## src/sv/cyclic_word_pair_canonicalizer_macros.svh

```systemverilog
// assertion macros used by the rtl (cwpc_ctrl)
`ifndef CYCLIC_WORD_PAIR_CANONICALIZER_MACROS_SVH
`define CYCLIC_WORD_PAIR_CANONICALIZER_MACROS_SVH

`ifndef SYNTHESIS
`define CWPC_ASSERT(name, clk, rst_n, prop) \
  name: assert property (@(posedge clk) disable iff (!rst_n) prop) \
    else $error("cwpc assertion failed");
`define CWPC_ASSERT_ALWAYS(name, clk, prop) \
  name: assert property (@(posedge clk) prop) else $error("cwpc assertion failed");
`else
`define CWPC_ASSERT(name, clk, rst_n, prop)
`define CWPC_ASSERT_ALWAYS(name, clk, prop)
`endif

`endif

```

## src/sv/cwpc_pkg.sv

```systemverilog
`default_nettype none

package cwpc_pkg;

  localparam int MAX_LETTERS = 32;
  localparam int CODE_W      = 2 * MAX_LETTERS;
  localparam int LEN_W       = 6;
  localparam int NUM_SYM     = 8;

  typedef logic [CODE_W-1:0]               code_t;
  typedef logic [LEN_W-1:0]                len_t;
  typedef logic [2:0]                      sym_idx_t;
  typedef logic [4:0]                      rot_idx_t;
  typedef logic [NUM_SYM-1:0][CODE_W-1:0]  code_set_t;

  localparam code_t    EMPTY_CODE = '1;
  localparam code_t    INV_FLIP   = {MAX_LETTERS{2'b01}};
  localparam sym_idx_t SEL_LAST   = sym_idx_t'(NUM_SYM - 1);

  typedef enum logic [1:0] {
    ST_IDLE,
    ST_ROTATE,
    ST_SELECT,
    ST_EMIT
  } state_e;

  typedef struct packed {
    logic     load;
    logic     rotate;
    rot_idx_t rot_idx;
    logic     select;
    sym_idx_t sel_idx;
    logic     sel_first;
    logic     out_load;
  } ctrl_t;

  // field order gives the lexicographic compare
  typedef struct packed {
    len_t  short_length;
    code_t short_code;
    len_t  long_length;
    code_t long_code;
  } pair_t;

  function automatic len_t clamp_len(input len_t n);
    return (n > len_t'(MAX_LETTERS)) ? len_t'(MAX_LETTERS) : n;
  endfunction

  function automatic code_t len_mask(input len_t n);
    return ~(EMPTY_CODE << {n, 1'b0});
  endfunction

  // inverse word: letters reversed, each sign flipped
  function automatic code_t rev_inv(input code_t w, input len_t n);
    code_t r;
    for (int i = 0; i < MAX_LETTERS; i++) begin
      r[2*i +: 2] = w[2*(MAX_LETTERS-1-i) +: 2];
    end
    r = r >> (7'(CODE_W) - {n, 1'b0});
    return (r ^ INV_FLIP) & len_mask(n);
  endfunction

  // cyclic shift by one letter within n letters
  function automatic code_t rot_letter(input code_t v, input len_t n);
    code_t top;
    top = v >> ({n, 1'b0} - 7'd2);
    return ((v << 2) & len_mask(n)) | {{(CODE_W-2){1'b0}}, top[1:0]};
  endfunction

  // letter image for each symmetry, packed {map(3), map(2), map(1), map(0)}
  function automatic logic [7:0] sym_row(input sym_idx_t k);
    logic [7:0] row;
    case (k)
      3'd0:    row = {2'd3, 2'd2, 2'd1, 2'd0};
      3'd1:    row = {2'd2, 2'd3, 2'd1, 2'd0};
      3'd2:    row = {2'd3, 2'd2, 2'd0, 2'd1};
      3'd3:    row = {2'd2, 2'd3, 2'd0, 2'd1};
      3'd4:    row = {2'd1, 2'd0, 2'd3, 2'd2};
      3'd5:    row = {2'd0, 2'd1, 2'd3, 2'd2};
      3'd6:    row = {2'd1, 2'd0, 2'd2, 2'd3};
      3'd7:    row = {2'd0, 2'd1, 2'd2, 2'd3};
      default: row = {2'd3, 2'd2, 2'd1, 2'd0};
    endcase
    return row;
  endfunction

  function automatic code_t map_code(input code_t v, input sym_idx_t k);
    logic [7:0] row;
    code_t      m;
    row = sym_row(k);
    for (int i = 0; i < MAX_LETTERS; i++) begin
      m[2*i +: 2] = row[{v[2*i +: 2], 1'b0} +: 2];
    end
    return m;
  endfunction

endpackage

`default_nettype wire

```

## src/sv/cwpc_pair_sel.sv

```systemverilog
`default_nettype none

module cwpc_pair_sel import cwpc_pkg::*; (
  input  logic      clk_i,
  input  ctrl_t     ctrl_i,
  input  code_set_t min_a_i,
  input  code_set_t min_b_i,
  input  len_t      len_a_i,
  input  len_t      len_b_i,
  output pair_t     result_o
);

  pair_t best_q;
  pair_t out_q;
  pair_t cand;
  code_t code_a, code_b;
  logic  swap;

  assign code_a = min_a_i[ctrl_i.sel_idx];
  assign code_b = min_b_i[ctrl_i.sel_idx];
  assign swap   = (len_b_i < len_a_i) || ((len_b_i == len_a_i) && (code_b < code_a));

  always_comb begin
    if (swap) begin
      cand = '{short_length: len_b_i, short_code: code_b,
               long_length: len_a_i, long_code: code_a};
    end else begin
      cand = '{short_length: len_a_i, short_code: code_a,
               long_length: len_b_i, long_code: code_b};
    end
  end

  always_ff @(posedge clk_i) begin
    if (ctrl_i.select && (ctrl_i.sel_first || (cand < best_q))) begin
      best_q <= cand;
    end
    if (ctrl_i.out_load) begin
      out_q <= best_q;
    end
  end

  assign result_o = out_q;

endmodule

`default_nettype wire

```

## config.mk

```make
export PLATFORM = sky130hd
export DESIGN_NAME = cwpc_pair_sel
export DESIGN_NICKNAME = d
export VERILOG_FILES = /design/src/sv/cyclic_word_pair_canonicalizer_macros.svh /design/src/sv/cwpc_pkg.sv /design/src/sv/cwpc_pair_sel.sv
export SDC_FILE = /design/constraint.sdc
export NUM_CORES = 1
export LEC_CHECK = 0
export BUFFER_PORTS_ARGS = -buffer_cell sky130_fd_sc_hd__buf_2
export CAP_MARGIN = 5
export CORE_AREA = 2 2 458 460
export DETAILED_ROUTE_END_ITERATION = 12
export DIE_AREA = 0 0 460 462
export GPL_TIMING_DRIVEN = 0
export PLACE_DENSITY_LB_ADDON = 0.3
export SLEW_MARGIN = 20
export SYNTH_ARGS = -nofsm -noshare
export SYNTH_HDL_FRONTEND = slang
export SYNTH_SLANG_ARGS = --single-unit
```

## constraint.sdc

```tcl
create_clock -name clk_i -period 15.7 [get_ports clk_i]
set_input_delay 3.14 -clock clk_i [delete_from_list [all_inputs] [get_ports clk_i]]
set_output_delay 3.14 -clock clk_i [all_outputs]
set_load 0.01 [all_outputs]
```

==> summary.txt <==
Post-CTS Resized: 0
Setup CP Type: input pin to flip-flop
CTS Root Cell: clkbuf_16
Startpoint Class: input pin
Final ANT Viol Nets: 0
Worst-case clock buffer depth: 3
Most frequent cell after synthesis: edfxtp_1
Gr ovfl total: 0
# IOs: 1190
Worst-case vdd ir drop: 0.0581 mV
Most used cell, CP: buf_2
RSZ-0062 raised after global routing: no
Wire per inst: 34.0 µm
Largest net degree at the start of global routing: 82
Share of layout cells above drive strength 1: 45.5%
Worst Path Required: 15.97 ns
Drt drc: 0
Num CTS Buffers: 37
Fin Setup TNS: 0 ns
# nets final: 4886
Status: complete, no violations
# port buffers: 1181
Synth area leader: edfxtp_1
Cts hold-fix bufs: 0
Post-DP HPWL: 193 mm
Place WS: -0.279 ns
Global-route wire length before repair: 276 mm
Reg clk slew, reported paths: 0.06 ns
DRT Pass-1 Iters: 5
Yosys warns: 0
Via count: 28400
CP peak stage delay: 0.92 ns
Critical path's slowest cell: clkbuf_1
Net Count, Synth: 3653
Post-synthesis sequential area ratio: 32.1%
Setup WS post-layout: 0.566 ns
Hold Vio Cnt, Final: 0
Post-route minimum period: 15.13 ns
Async set or reset register ratio after synthesis: 0%
Initial Util: 12.6%
Core box area: 208000 µm²
Clk_lat worst skew: 0.60 ns
Placed Instances: 6309
CP Data Arrival Time: 15.40 ns
Worst slew pin tran: 1.16 ns
Final non-filler cell total: 6433
Buf/Inv on CP: 7
Final Max Slew Viols: 0
Worst-path fanout max: 44
Post-synth EDFFs: 280
DRT iter0 DRCs: 2187
Vias in the first global route: 28100
Max Fclk: 0.0661 GHz
Via density: 4.41
Initial antenna violation count: 177
Synth Flop Type: edfxtp_1
CP Capture Type: flip-flop
Worst Hold Class: flip-flop to flip-flop
Synth top area share: 32.1%
FP Rows: 168
Count of cell types in the netlist: 52
GRT Overall Usage: 19.7%
Gate Count Post-Synth: 2395
Syn_area_per_cell: 10.9 µm²
PD cells: 88.9 nW/µm²
Leading post-synthesis cells by cell area: edfxtp_1, mux4_2, ha_1
DIE HEIGHT: 462 µm
Tcrit/Tclk final: 96.4%
Sinks on Clock Net: 280
TritonCTS clock tree: done
Crit path max-delay family: buffers and inverters
CTS H-tree depth: 2
Final core utilization: 17.9%
GP Congestion: 0.934
Die Width: 460 µm
Synth-to-layout area growth: 42.3%
Clock skew: 0.0509 ns
Static leakage: 15.0 nW
Max Cap Violations: 0
Setup Buffers After CTS: 0
Slew headroom: 20.2%
Number of synthesized register bits: 280
Endpoints failing setup: 0
Final wirelength: 219 mm
Synth top cells by count: edfxtp_1, mux4_2, ha_1, inv_1, nand2_1
Netlist Area Pre-Place: 26200 µm²
Die Footprint: 213000 µm²
[routing by layer]
metal	global-route usage, %	share of wire, %	up-vias
li1	-	-	12200
met1	23.9	40	14000
met2	33.6	47	1682
met3	5.16	8.3	365
met4	6.64	3.8	76
met5	0	0.22	-
[area by class of cell]
type                       count  area [µm²]
fill                       23300      171000
multi-input combinational   1751       16400
sequential                   280        8410
timing repair buffer        1194        6220
tap                         2720        3400
clock buffer                  40         937
buffer                       207         897
inverter                     157         589
clock inverter                27         284
antenna                       57         143
[path summary, 6_finish.rpt]
| check | to | start | slack [ns] | cells past startpoint |
|---|---|---|---|---|
| worst max-delay path | best_q[83] | ctrl_i[3] | 0.57 | 26 |
| worst min-delay path | result_o[74] | best_q[74] | 0.45 | 0 |
| worst max register to register | best_q[83] | best_q[43] | 10.87 | 11 |
| worst min register to register | result_o[74] | best_q[74] | 0.45 | 0 |
[cells by family (layout without fill, tap and decap cells)]
family | after synthesis | after routing | synth area share [%]
AOI/OAI and AO/OA | 541 | 541 | 14.4
muxes | 385 | 385 | 27.3
other | 0 | 57 | 0
adders and majority gates | 208 | 208 | 9.93
buffers and inverters | 364 | 1625 | 5.54
DFF | 280 | 280 | 32.1
and+or+nand+nor | 617 | 617 | 10.7
[registers in the layout, indices dropped and copies added (netlist names)]
signal    cells
best_q      140
result_o    140
[cells in the final DEF (no fill, tap or decap), types with 14 or more instances in the layout]
master        n
nor3_1      138
edfxtp_1    280
o311ai_0     75
clkbuf_1    128
mux2i_2      14
nor2_1      150
a21o_1       23
nand4_1      37
a311oi_1     64
mux2_2       64
ha_1        208
a21oi_1      65
nand2_1     155
clkbuf_2     17
mux2i_1      51
diode_2      57
a211oi_1     77
buf_2      1223
nand3_1     107
o31ai_1      15
inv_1       157
mux4_2      256
o21ai_0     101
a31oi_1      65
clkbuf_16    37
[report_power, final]
| part | internal (mW) | switching (mW) | total, mW |
|---|---|---|---|
| Sequential | 0.961 | 0.0499 | 1.01 |
| Clock | 0.491 | 0.382 | 0.873 |
| Combinational | 0.518 | 0.914 | 1.43 |
| Total | 1.97 | 1.35 | 3.32 |
[metrics by stage]
step	area, µm²	hold slack [ns]	total power [mW]
floorplan	26200	0.426	1.73
global placement	35500	0.438	2.46
detailed placement	35900	0.437	2.47
CTS	37100	0.456	3.37
global route	37200	0.465	3.50
finish	37300	0.454	3.32
Note: power is estimated with default switching activity, not from simulation.
