$ cat config.mk
export PLATFORM = sky130hd
export DESIGN_NAME = cwpc_ctrl
export DESIGN_NICKNAME = d
export VERILOG_FILES = /design/src/sv/cwpc_pkg.sv /design/src/sv/cwpc_ctrl.sv
export VERILOG_INCLUDE_DIRS = /design/src /design/src/sv
export SDC_FILE = /design/constraint.sdc
export NUM_CORES = 1
export LEC_CHECK = 0
export BUFFER_PORTS_ARGS = -buffer_cell sky130_fd_sc_hd__buf_2
export CORE_ASPECT_RATIO = 0.9
export CORE_MARGIN = 5
export CORE_UTILIZATION = 40
export CTS_CLUSTER_SIZE = 30
export DETAILED_ROUTE_END_ITERATION = 10
export GPL_TIMING_DRIVEN = 0
export HOLD_SLACK_MARGIN = 0.03
export PLACE_DENSITY = 0.62
export SLEW_MARGIN = 0
export SYNTH_ARGS = -nofsm -noshare
export SYNTH_HDL_FRONTEND = slang
export SYNTH_SLANG_ARGS = --single-unit
$ cat constraint.sdc
create_clock -name clk_i -period 2.3 [get_ports clk_i]
set_clock_uncertainty 0.2 [all_clocks]
set_input_delay 0.115 -clock clk_i [delete_from_list [all_inputs] [get_ports clk_i]]
set_output_delay 0.115 -clock clk_i [all_outputs]
set_load 0.02 [all_outputs]
$ cat src/sv/cyclic_word_pair_canonicalizer_macros.svh
// assertion macros used by the rtl (cwpc_ctrl)
`ifndef CYCLIC_WORD_PAIR_CANONICALIZER_MACROS_SVH
`define CYCLIC_WORD_PAIR_CANONICALIZER_MACROS_SVH

`ifndef SYNTHESIS
`define CWPC_ASSERT(name, clk, rst_n, prop) \
  name: assert property (@(posedge clk) disable iff (!rst_n) prop) \
    else $error("cwpc assertion failed");
`define CWPC_ASSERT_ALWAYS(name, clk, prop) \
  name: assert property (@(posedge clk) prop) else $error("cwpc assertion failed");
`else
`define CWPC_ASSERT(name, clk, rst_n, prop)
`define CWPC_ASSERT_ALWAYS(name, clk, prop)
`endif

`endif

$ cat src/sv/cwpc_pkg.sv
`default_nettype none

package cwpc_pkg;

  localparam int MAX_LETTERS = 32;
  localparam int CODE_W      = 2 * MAX_LETTERS;
  localparam int LEN_W       = 6;
  localparam int NUM_SYM     = 8;

  typedef logic [CODE_W-1:0]               code_t;
  typedef logic [LEN_W-1:0]                len_t;
  typedef logic [2:0]                      sym_idx_t;
  typedef logic [4:0]                      rot_idx_t;
  typedef logic [NUM_SYM-1:0][CODE_W-1:0]  code_set_t;

  localparam code_t    EMPTY_CODE = '1;
  localparam code_t    INV_FLIP   = {MAX_LETTERS{2'b01}};
  localparam sym_idx_t SEL_LAST   = sym_idx_t'(NUM_SYM - 1);

  typedef enum logic [1:0] {
    ST_IDLE,
    ST_ROTATE,
    ST_SELECT,
    ST_EMIT
  } state_e;

  typedef struct packed {
    logic     load;
    logic     rotate;
    rot_idx_t rot_idx;
    logic     select;
    sym_idx_t sel_idx;
    logic     sel_first;
    logic     out_load;
  } ctrl_t;

  // field order gives the lexicographic compare
  typedef struct packed {
    len_t  short_length;
    code_t short_code;
    len_t  long_length;
    code_t long_code;
  } pair_t;

  function automatic len_t clamp_len(input len_t n);
    return (n > len_t'(MAX_LETTERS)) ? len_t'(MAX_LETTERS) : n;
  endfunction

  function automatic code_t len_mask(input len_t n);
    return ~(EMPTY_CODE << {n, 1'b0});
  endfunction

  // inverse word: letters reversed, each sign flipped
  function automatic code_t rev_inv(input code_t w, input len_t n);
    code_t r;
    for (int i = 0; i < MAX_LETTERS; i++) begin
      r[2*i +: 2] = w[2*(MAX_LETTERS-1-i) +: 2];
    end
    r = r >> (7'(CODE_W) - {n, 1'b0});
    return (r ^ INV_FLIP) & len_mask(n);
  endfunction

  // cyclic shift by one letter within n letters
  function automatic code_t rot_letter(input code_t v, input len_t n);
    code_t top;
    top = v >> ({n, 1'b0} - 7'd2);
    return ((v << 2) & len_mask(n)) | {{(CODE_W-2){1'b0}}, top[1:0]};
  endfunction

  // letter image for each symmetry, packed {map(3), map(2), map(1), map(0)}
  function automatic logic [7:0] sym_row(input sym_idx_t k);
    logic [7:0] row;
    case (k)
      3'd0:    row = {2'd3, 2'd2, 2'd1, 2'd0};
      3'd1:    row = {2'd2, 2'd3, 2'd1, 2'd0};
      3'd2:    row = {2'd3, 2'd2, 2'd0, 2'd1};
      3'd3:    row = {2'd2, 2'd3, 2'd0, 2'd1};
      3'd4:    row = {2'd1, 2'd0, 2'd3, 2'd2};
      3'd5:    row = {2'd0, 2'd1, 2'd3, 2'd2};
      3'd6:    row = {2'd1, 2'd0, 2'd2, 2'd3};
      3'd7:    row = {2'd0, 2'd1, 2'd2, 2'd3};
      default: row = {2'd3, 2'd2, 2'd1, 2'd0};
    endcase
    return row;
  endfunction

  function automatic code_t map_code(input code_t v, input sym_idx_t k);
    logic [7:0] row;
    code_t      m;
    row = sym_row(k);
    for (int i = 0; i < MAX_LETTERS; i++) begin
      m[2*i +: 2] = row[{v[2*i +: 2], 1'b0} +: 2];
    end
    return m;
  endfunction

endpackage

`default_nettype wire

$ cat src/sv/cwpc_ctrl.sv
`default_nettype none
`include "cyclic_word_pair_canonicalizer_macros.svh"

module cwpc_ctrl import cwpc_pkg::*; (
  input  logic  clk_i,
  input  logic  rst_ni,
  input  logic  in_valid_i,
  output logic  in_ready_o,
  input  len_t  n_max_i,
  input  logic  out_ready_i,
  output logic  out_valid_o,
  output ctrl_t ctrl_o
);

  state_e   state_q, state_d;
  rot_idx_t rot_cnt_q, rot_cnt_d;
  sym_idx_t sel_cnt_q, sel_cnt_d;
  len_t     n_max_q, n_max_d;
  logic     out_valid_q, out_valid_d;
  logic     accept;
  logic     rot_last;
  logic     out_free;

  assign accept   = in_valid_i && (state_q == ST_IDLE);
  assign rot_last = ({1'b0, rot_cnt_q} == (n_max_q - 6'd1));
  assign out_free = !out_valid_q || out_ready_i;

  always_comb begin
    state_d   = state_q;
    rot_cnt_d = rot_cnt_q;
    sel_cnt_d = sel_cnt_q;
    n_max_d   = n_max_q;
    case (state_q)
      ST_IDLE: begin
        if (accept) begin
          n_max_d   = n_max_i;
          rot_cnt_d = '0;
          sel_cnt_d = '0;
          state_d   = (n_max_i == '0) ? ST_SELECT : ST_ROTATE;
        end
      end
      ST_ROTATE: begin
        rot_cnt_d = rot_cnt_q + 1'b1;
        if (rot_last) begin
          state_d = ST_SELECT;
        end
      end
      ST_SELECT: begin
        sel_cnt_d = sel_cnt_q + 1'b1;
        if (sel_cnt_q == SEL_LAST) begin
          state_d = ST_EMIT;
        end
      end
      ST_EMIT: begin
        if (out_free) begin
          state_d = ST_IDLE;
        end
      end
      default: state_d = ST_IDLE;
    endcase
  end

  always_comb begin
    in_ready_o       = (state_q == ST_IDLE);
    ctrl_o.load      = accept;
    ctrl_o.rotate    = (state_q == ST_ROTATE);
    ctrl_o.rot_idx   = rot_cnt_q;
    ctrl_o.select    = (state_q == ST_SELECT);
    ctrl_o.sel_idx   = sel_cnt_q;
    ctrl_o.sel_first = (sel_cnt_q == '0);
    ctrl_o.out_load  = (state_q == ST_EMIT) && out_free;
    out_valid_d      = out_valid_q;
    if (ctrl_o.out_load) begin
      out_valid_d = 1'b1;
    end else if (out_ready_i) begin
      out_valid_d = 1'b0;
    end
  end

  assign out_valid_o = out_valid_q;

  always_ff @(posedge clk_i or negedge rst_ni) begin
    if (!rst_ni) begin
      state_q     <= ST_IDLE;
      rot_cnt_q   <= '0;
      sel_cnt_q   <= '0;
      n_max_q     <= '0;
      out_valid_q <= 1'b0;
    end else begin
      state_q     <= state_d;
      rot_cnt_q   <= rot_cnt_d;
      sel_cnt_q   <= sel_cnt_d;
      n_max_q     <= n_max_d;
      out_valid_q <= out_valid_d;
    end
  end

  `CWPC_ASSERT(a_accept_starts_work, clk_i, rst_ni, accept |=> (state_q == ST_ROTATE || state_q == ST_SELECT))
  `CWPC_ASSERT(a_rot_in_range, clk_i, rst_ni, (state_q == ST_ROTATE) |-> ({1'b0, rot_cnt_q} < n_max_q))
  `CWPC_ASSERT(a_result_after_select, clk_i, rst_ni, $rose(out_valid_q) |-> ($past(state_q) == ST_EMIT))
  `CWPC_ASSERT_ALWAYS(a_no_result_in_reset, clk_i, !rst_ni |-> !out_valid_q)

endmodule

`default_nettype wire

==> reports/qor.yml <==
critical_path:
  path_class: "reg -> reg"
  cp.arrival_ps: 2140
  r2r_slack_ps: 150
  cp_max_fo: 8
  worst-endpoint-required_ps: 2300
  regToRegEndpoint: "state_q[1]"
  start_kind: "flop"
  critPathLaunch: "state_q[0]"
  r2r_start: "state_q[0]"
  crit_path_end_kind: "flop"
  reg2reg_depth: 8
global_route:
  grt_pass1_wl_um: 4230
  grtUsageTotal: 0.138
  grt_start_max_net_pins: 18
  antenna_found_initial: 0
  grt_pass1_vias: 979
  overflow: 0
timing:
  setup_viol: 0
  grt_setup_unrepaired: "no"
  min_period_ps: 2150
  fmax_mhz: 466
  worst_hold_slack_ps: 54.7
  tightest_slew_ps: 417
  final.period_utilization: 0.933
  slew_violations: 0
  timing.slew.headroom: 0.722
  hold_violations: 0
placed_design:
  gp_congestion: 0.782
  dpl.cell_count: 185
  portBuffers: 24
  hpwlAfterDp_um: 1810
yosys:
  synthAdderAreaFrac: 0.0990
  yosys-mux-area-fraction: 0.0572
  syn_inst: 121
  ys_async_sr_fraction: 1.00
  synth_nets: 140
  ys_ff_latch: 17
  yosys.cell_count.top_type: "dfrtp_1"
  synth_top_area_frac: 0.374
  synth_cell_types: 39
  synthesis.area_um2: 1140
  synth_xor_area_frac: 0.0539
  synth_edf_count: 0
  synth_commonest_cells: "dfrtp_1 (17), inv_1 (13), nand2_1 (11), o21ai_0 (11), ha_1 (9)"
  synthSimpleGateAreaFrac: 0.171
  synth_warnings: 0
  synth_top_family_by_area: "simple AND/OR/NAND/NOR gates"
  yosys.area.top_type: "dfrtp_1"
  yosysSeqAreaShare: 0.374
  synth_area_per_cell_um2: 9.40
  synth_flop_cell: "dfrtp_1"
  synth_area_leaders: "dfrtp_1 (37%), ha_1 (9.9%), o21ai_0 (4.8%)"
  synth_compound_area_frac: 0.169
floorplanning:
  start_util: 0.414
  die_area_um2: 4010
  pin_count: 25
  fp.dieW_um: 66.2
  coreArea_um2: 2750
  rows: 18
  die_y_um: 60.6
cells_and_area:
  syn_to_final_growth_pct: 27.7
  num_antenna_cells: 0
  drive_gt1_frac: 0.250
  nNetsFinal: 180
  finalNonFillerCells: 200
cts:
  cts_buffers: 3
  cts-htree-levels: 1
  cts_sinks: 17
  tritoncts: "built"
  clk_pin_slew_worst_paths_ps: 110
  cts.path.max_buffers: 2
  cts-root-buf: "clkbuf_4"
  clkLatencyLatePin_ps: 300
power:
  p_leak_nw: 0.707
  cellPowerDensity_nw_per_um2: 1330
  ir_worst_vdd_mv: 0.583
detailed_routing:
  drt-vias-per-instance: 4.95
  vias: 989
  wl_per_cell_um: 12.2
  drc: 0
  wl_um: 2440
  first_pass_iters: 4
  drt_iter0_markers: 19
  ant_nets: 0
min_path:
  hp-class: "in -> async"
job:
  cap_violations: 0
status:
  status: "finished, final reports clean"
==> cells in the final DEF, fill, tap and decap left out, types with 2 or more instances in the layout <==
cell,n
buf_2,24
dfrtp_1,17
inv_1,13
nand2_1,11
o21ai_0,11
dlygate4sd3_1,9
ha_1,8
a21oi_1,5
clkbuf_1,4
nor3_1,4
xnor2_1,4
nor2_1,4
buf_4,4
nand2b_1,3
mux2_2,3
xor2_1,3
clkbuf_4,3
o22ai_1,2
a31oi_1,2
a32o_1,2
mux2i_1,2
==> logic make-up (layout without fill, tap and decap cells) <==
kind of cell / after synthesis / after routing
adder cells (fa/ha/maj): 9 / 9
buffers and inverters: 19 / 58
AND/OR/NAND/NOR: 35 / 35
XOR/XNOR: 7 / 7
multiplexers: 6 / 6
flip-flops: 17 / 17
AO/OA/AOI/OAI: 28 / 28
==> per-stage QoR <==
stage	setup TNS (ps)	worst slack, ps	area (um^2)	total power (W)	utilization
2_1_floorplan	0	60.3	1140	0.00142	-
4_1_cts	0	7.05	1450	0.00195	0.528
3_5_place_dp	-22.5	-22.5	1310	0.00170	0.476
3_3_place_gp	0	19.2	1310	0.00167	0.476
5_1_grt	0	36.1	1450	0.00210	0.529
6_report	0	155	1450	0.00193	0.529
==> power breakdown <==
part	internal, W	leakage [nW]	switching (W)
clock	0.0000676	0.0150	0.000106
sequential	0.000426	0.215	0.000130
combinational	0.000530	0.477	0.000668
total	0.00102	0.707	0.000904
==> layer usage <==
layer  track usage  part of all wire
met5             0                 0
met4        0.0609             0.018
met3        0.0222             0.042
met2         0.249              0.49
met1         0.164              0.45
==> worst max path at each step <==
stage	endpoint	slack (ps)	depth (start not counted)
finish	state_q[1]	150	8
global placement	state_q[1]	20	8
CTS	state_q[1]	7	8
floorplan	state_q[1]	60	8
detailed placement	state_q[1]	-20	8
global route	state_q[1]	40	8
==> worst max-delay path, stage by stage (launching register included) <==
cell	delay (ps)
dfrtp_1	370
inv_1	80
ha_2	210
or2b_1	170
buf_6	130
o221a_4	190
nand4_2	90
o32ai_4	260
mux2_1	350
==> layout make-up <==
cell class,count,area (um^2)
tap,40,50.0
sequential,17,425
buffer,6,37.5
clock buffer,4,26.3
multi-input combinational,85,639
inverter,13,48.8
timing repair buffer,35,225
fill,283,1290
==> sequential cells by signal (all words and copies together), names as in the netlist <==
| name | cells |
|---|---|
| n_max_q | 6 |
| rot_cnt_q | 5 |
| sel_cnt_q | 3 |
| state_q | 2 |
| out_valid_o | 1 |
==> what timing repair did <==
| action | in CTS | in global routing |
|---|---|---|
| pin swaps | 0 | 1 |
| resized for setup | 1 | 1 |
| hold buffers | 9 | 0 |
| hold endpoints to repair | 27 | 0 |
| buffers inserted | 2 | 0 |
| setup endpoints to repair | 1 | 1 |
| gates cloned | 0 | 0 |
No activity file was read; power rests on OpenSTA's default activity.
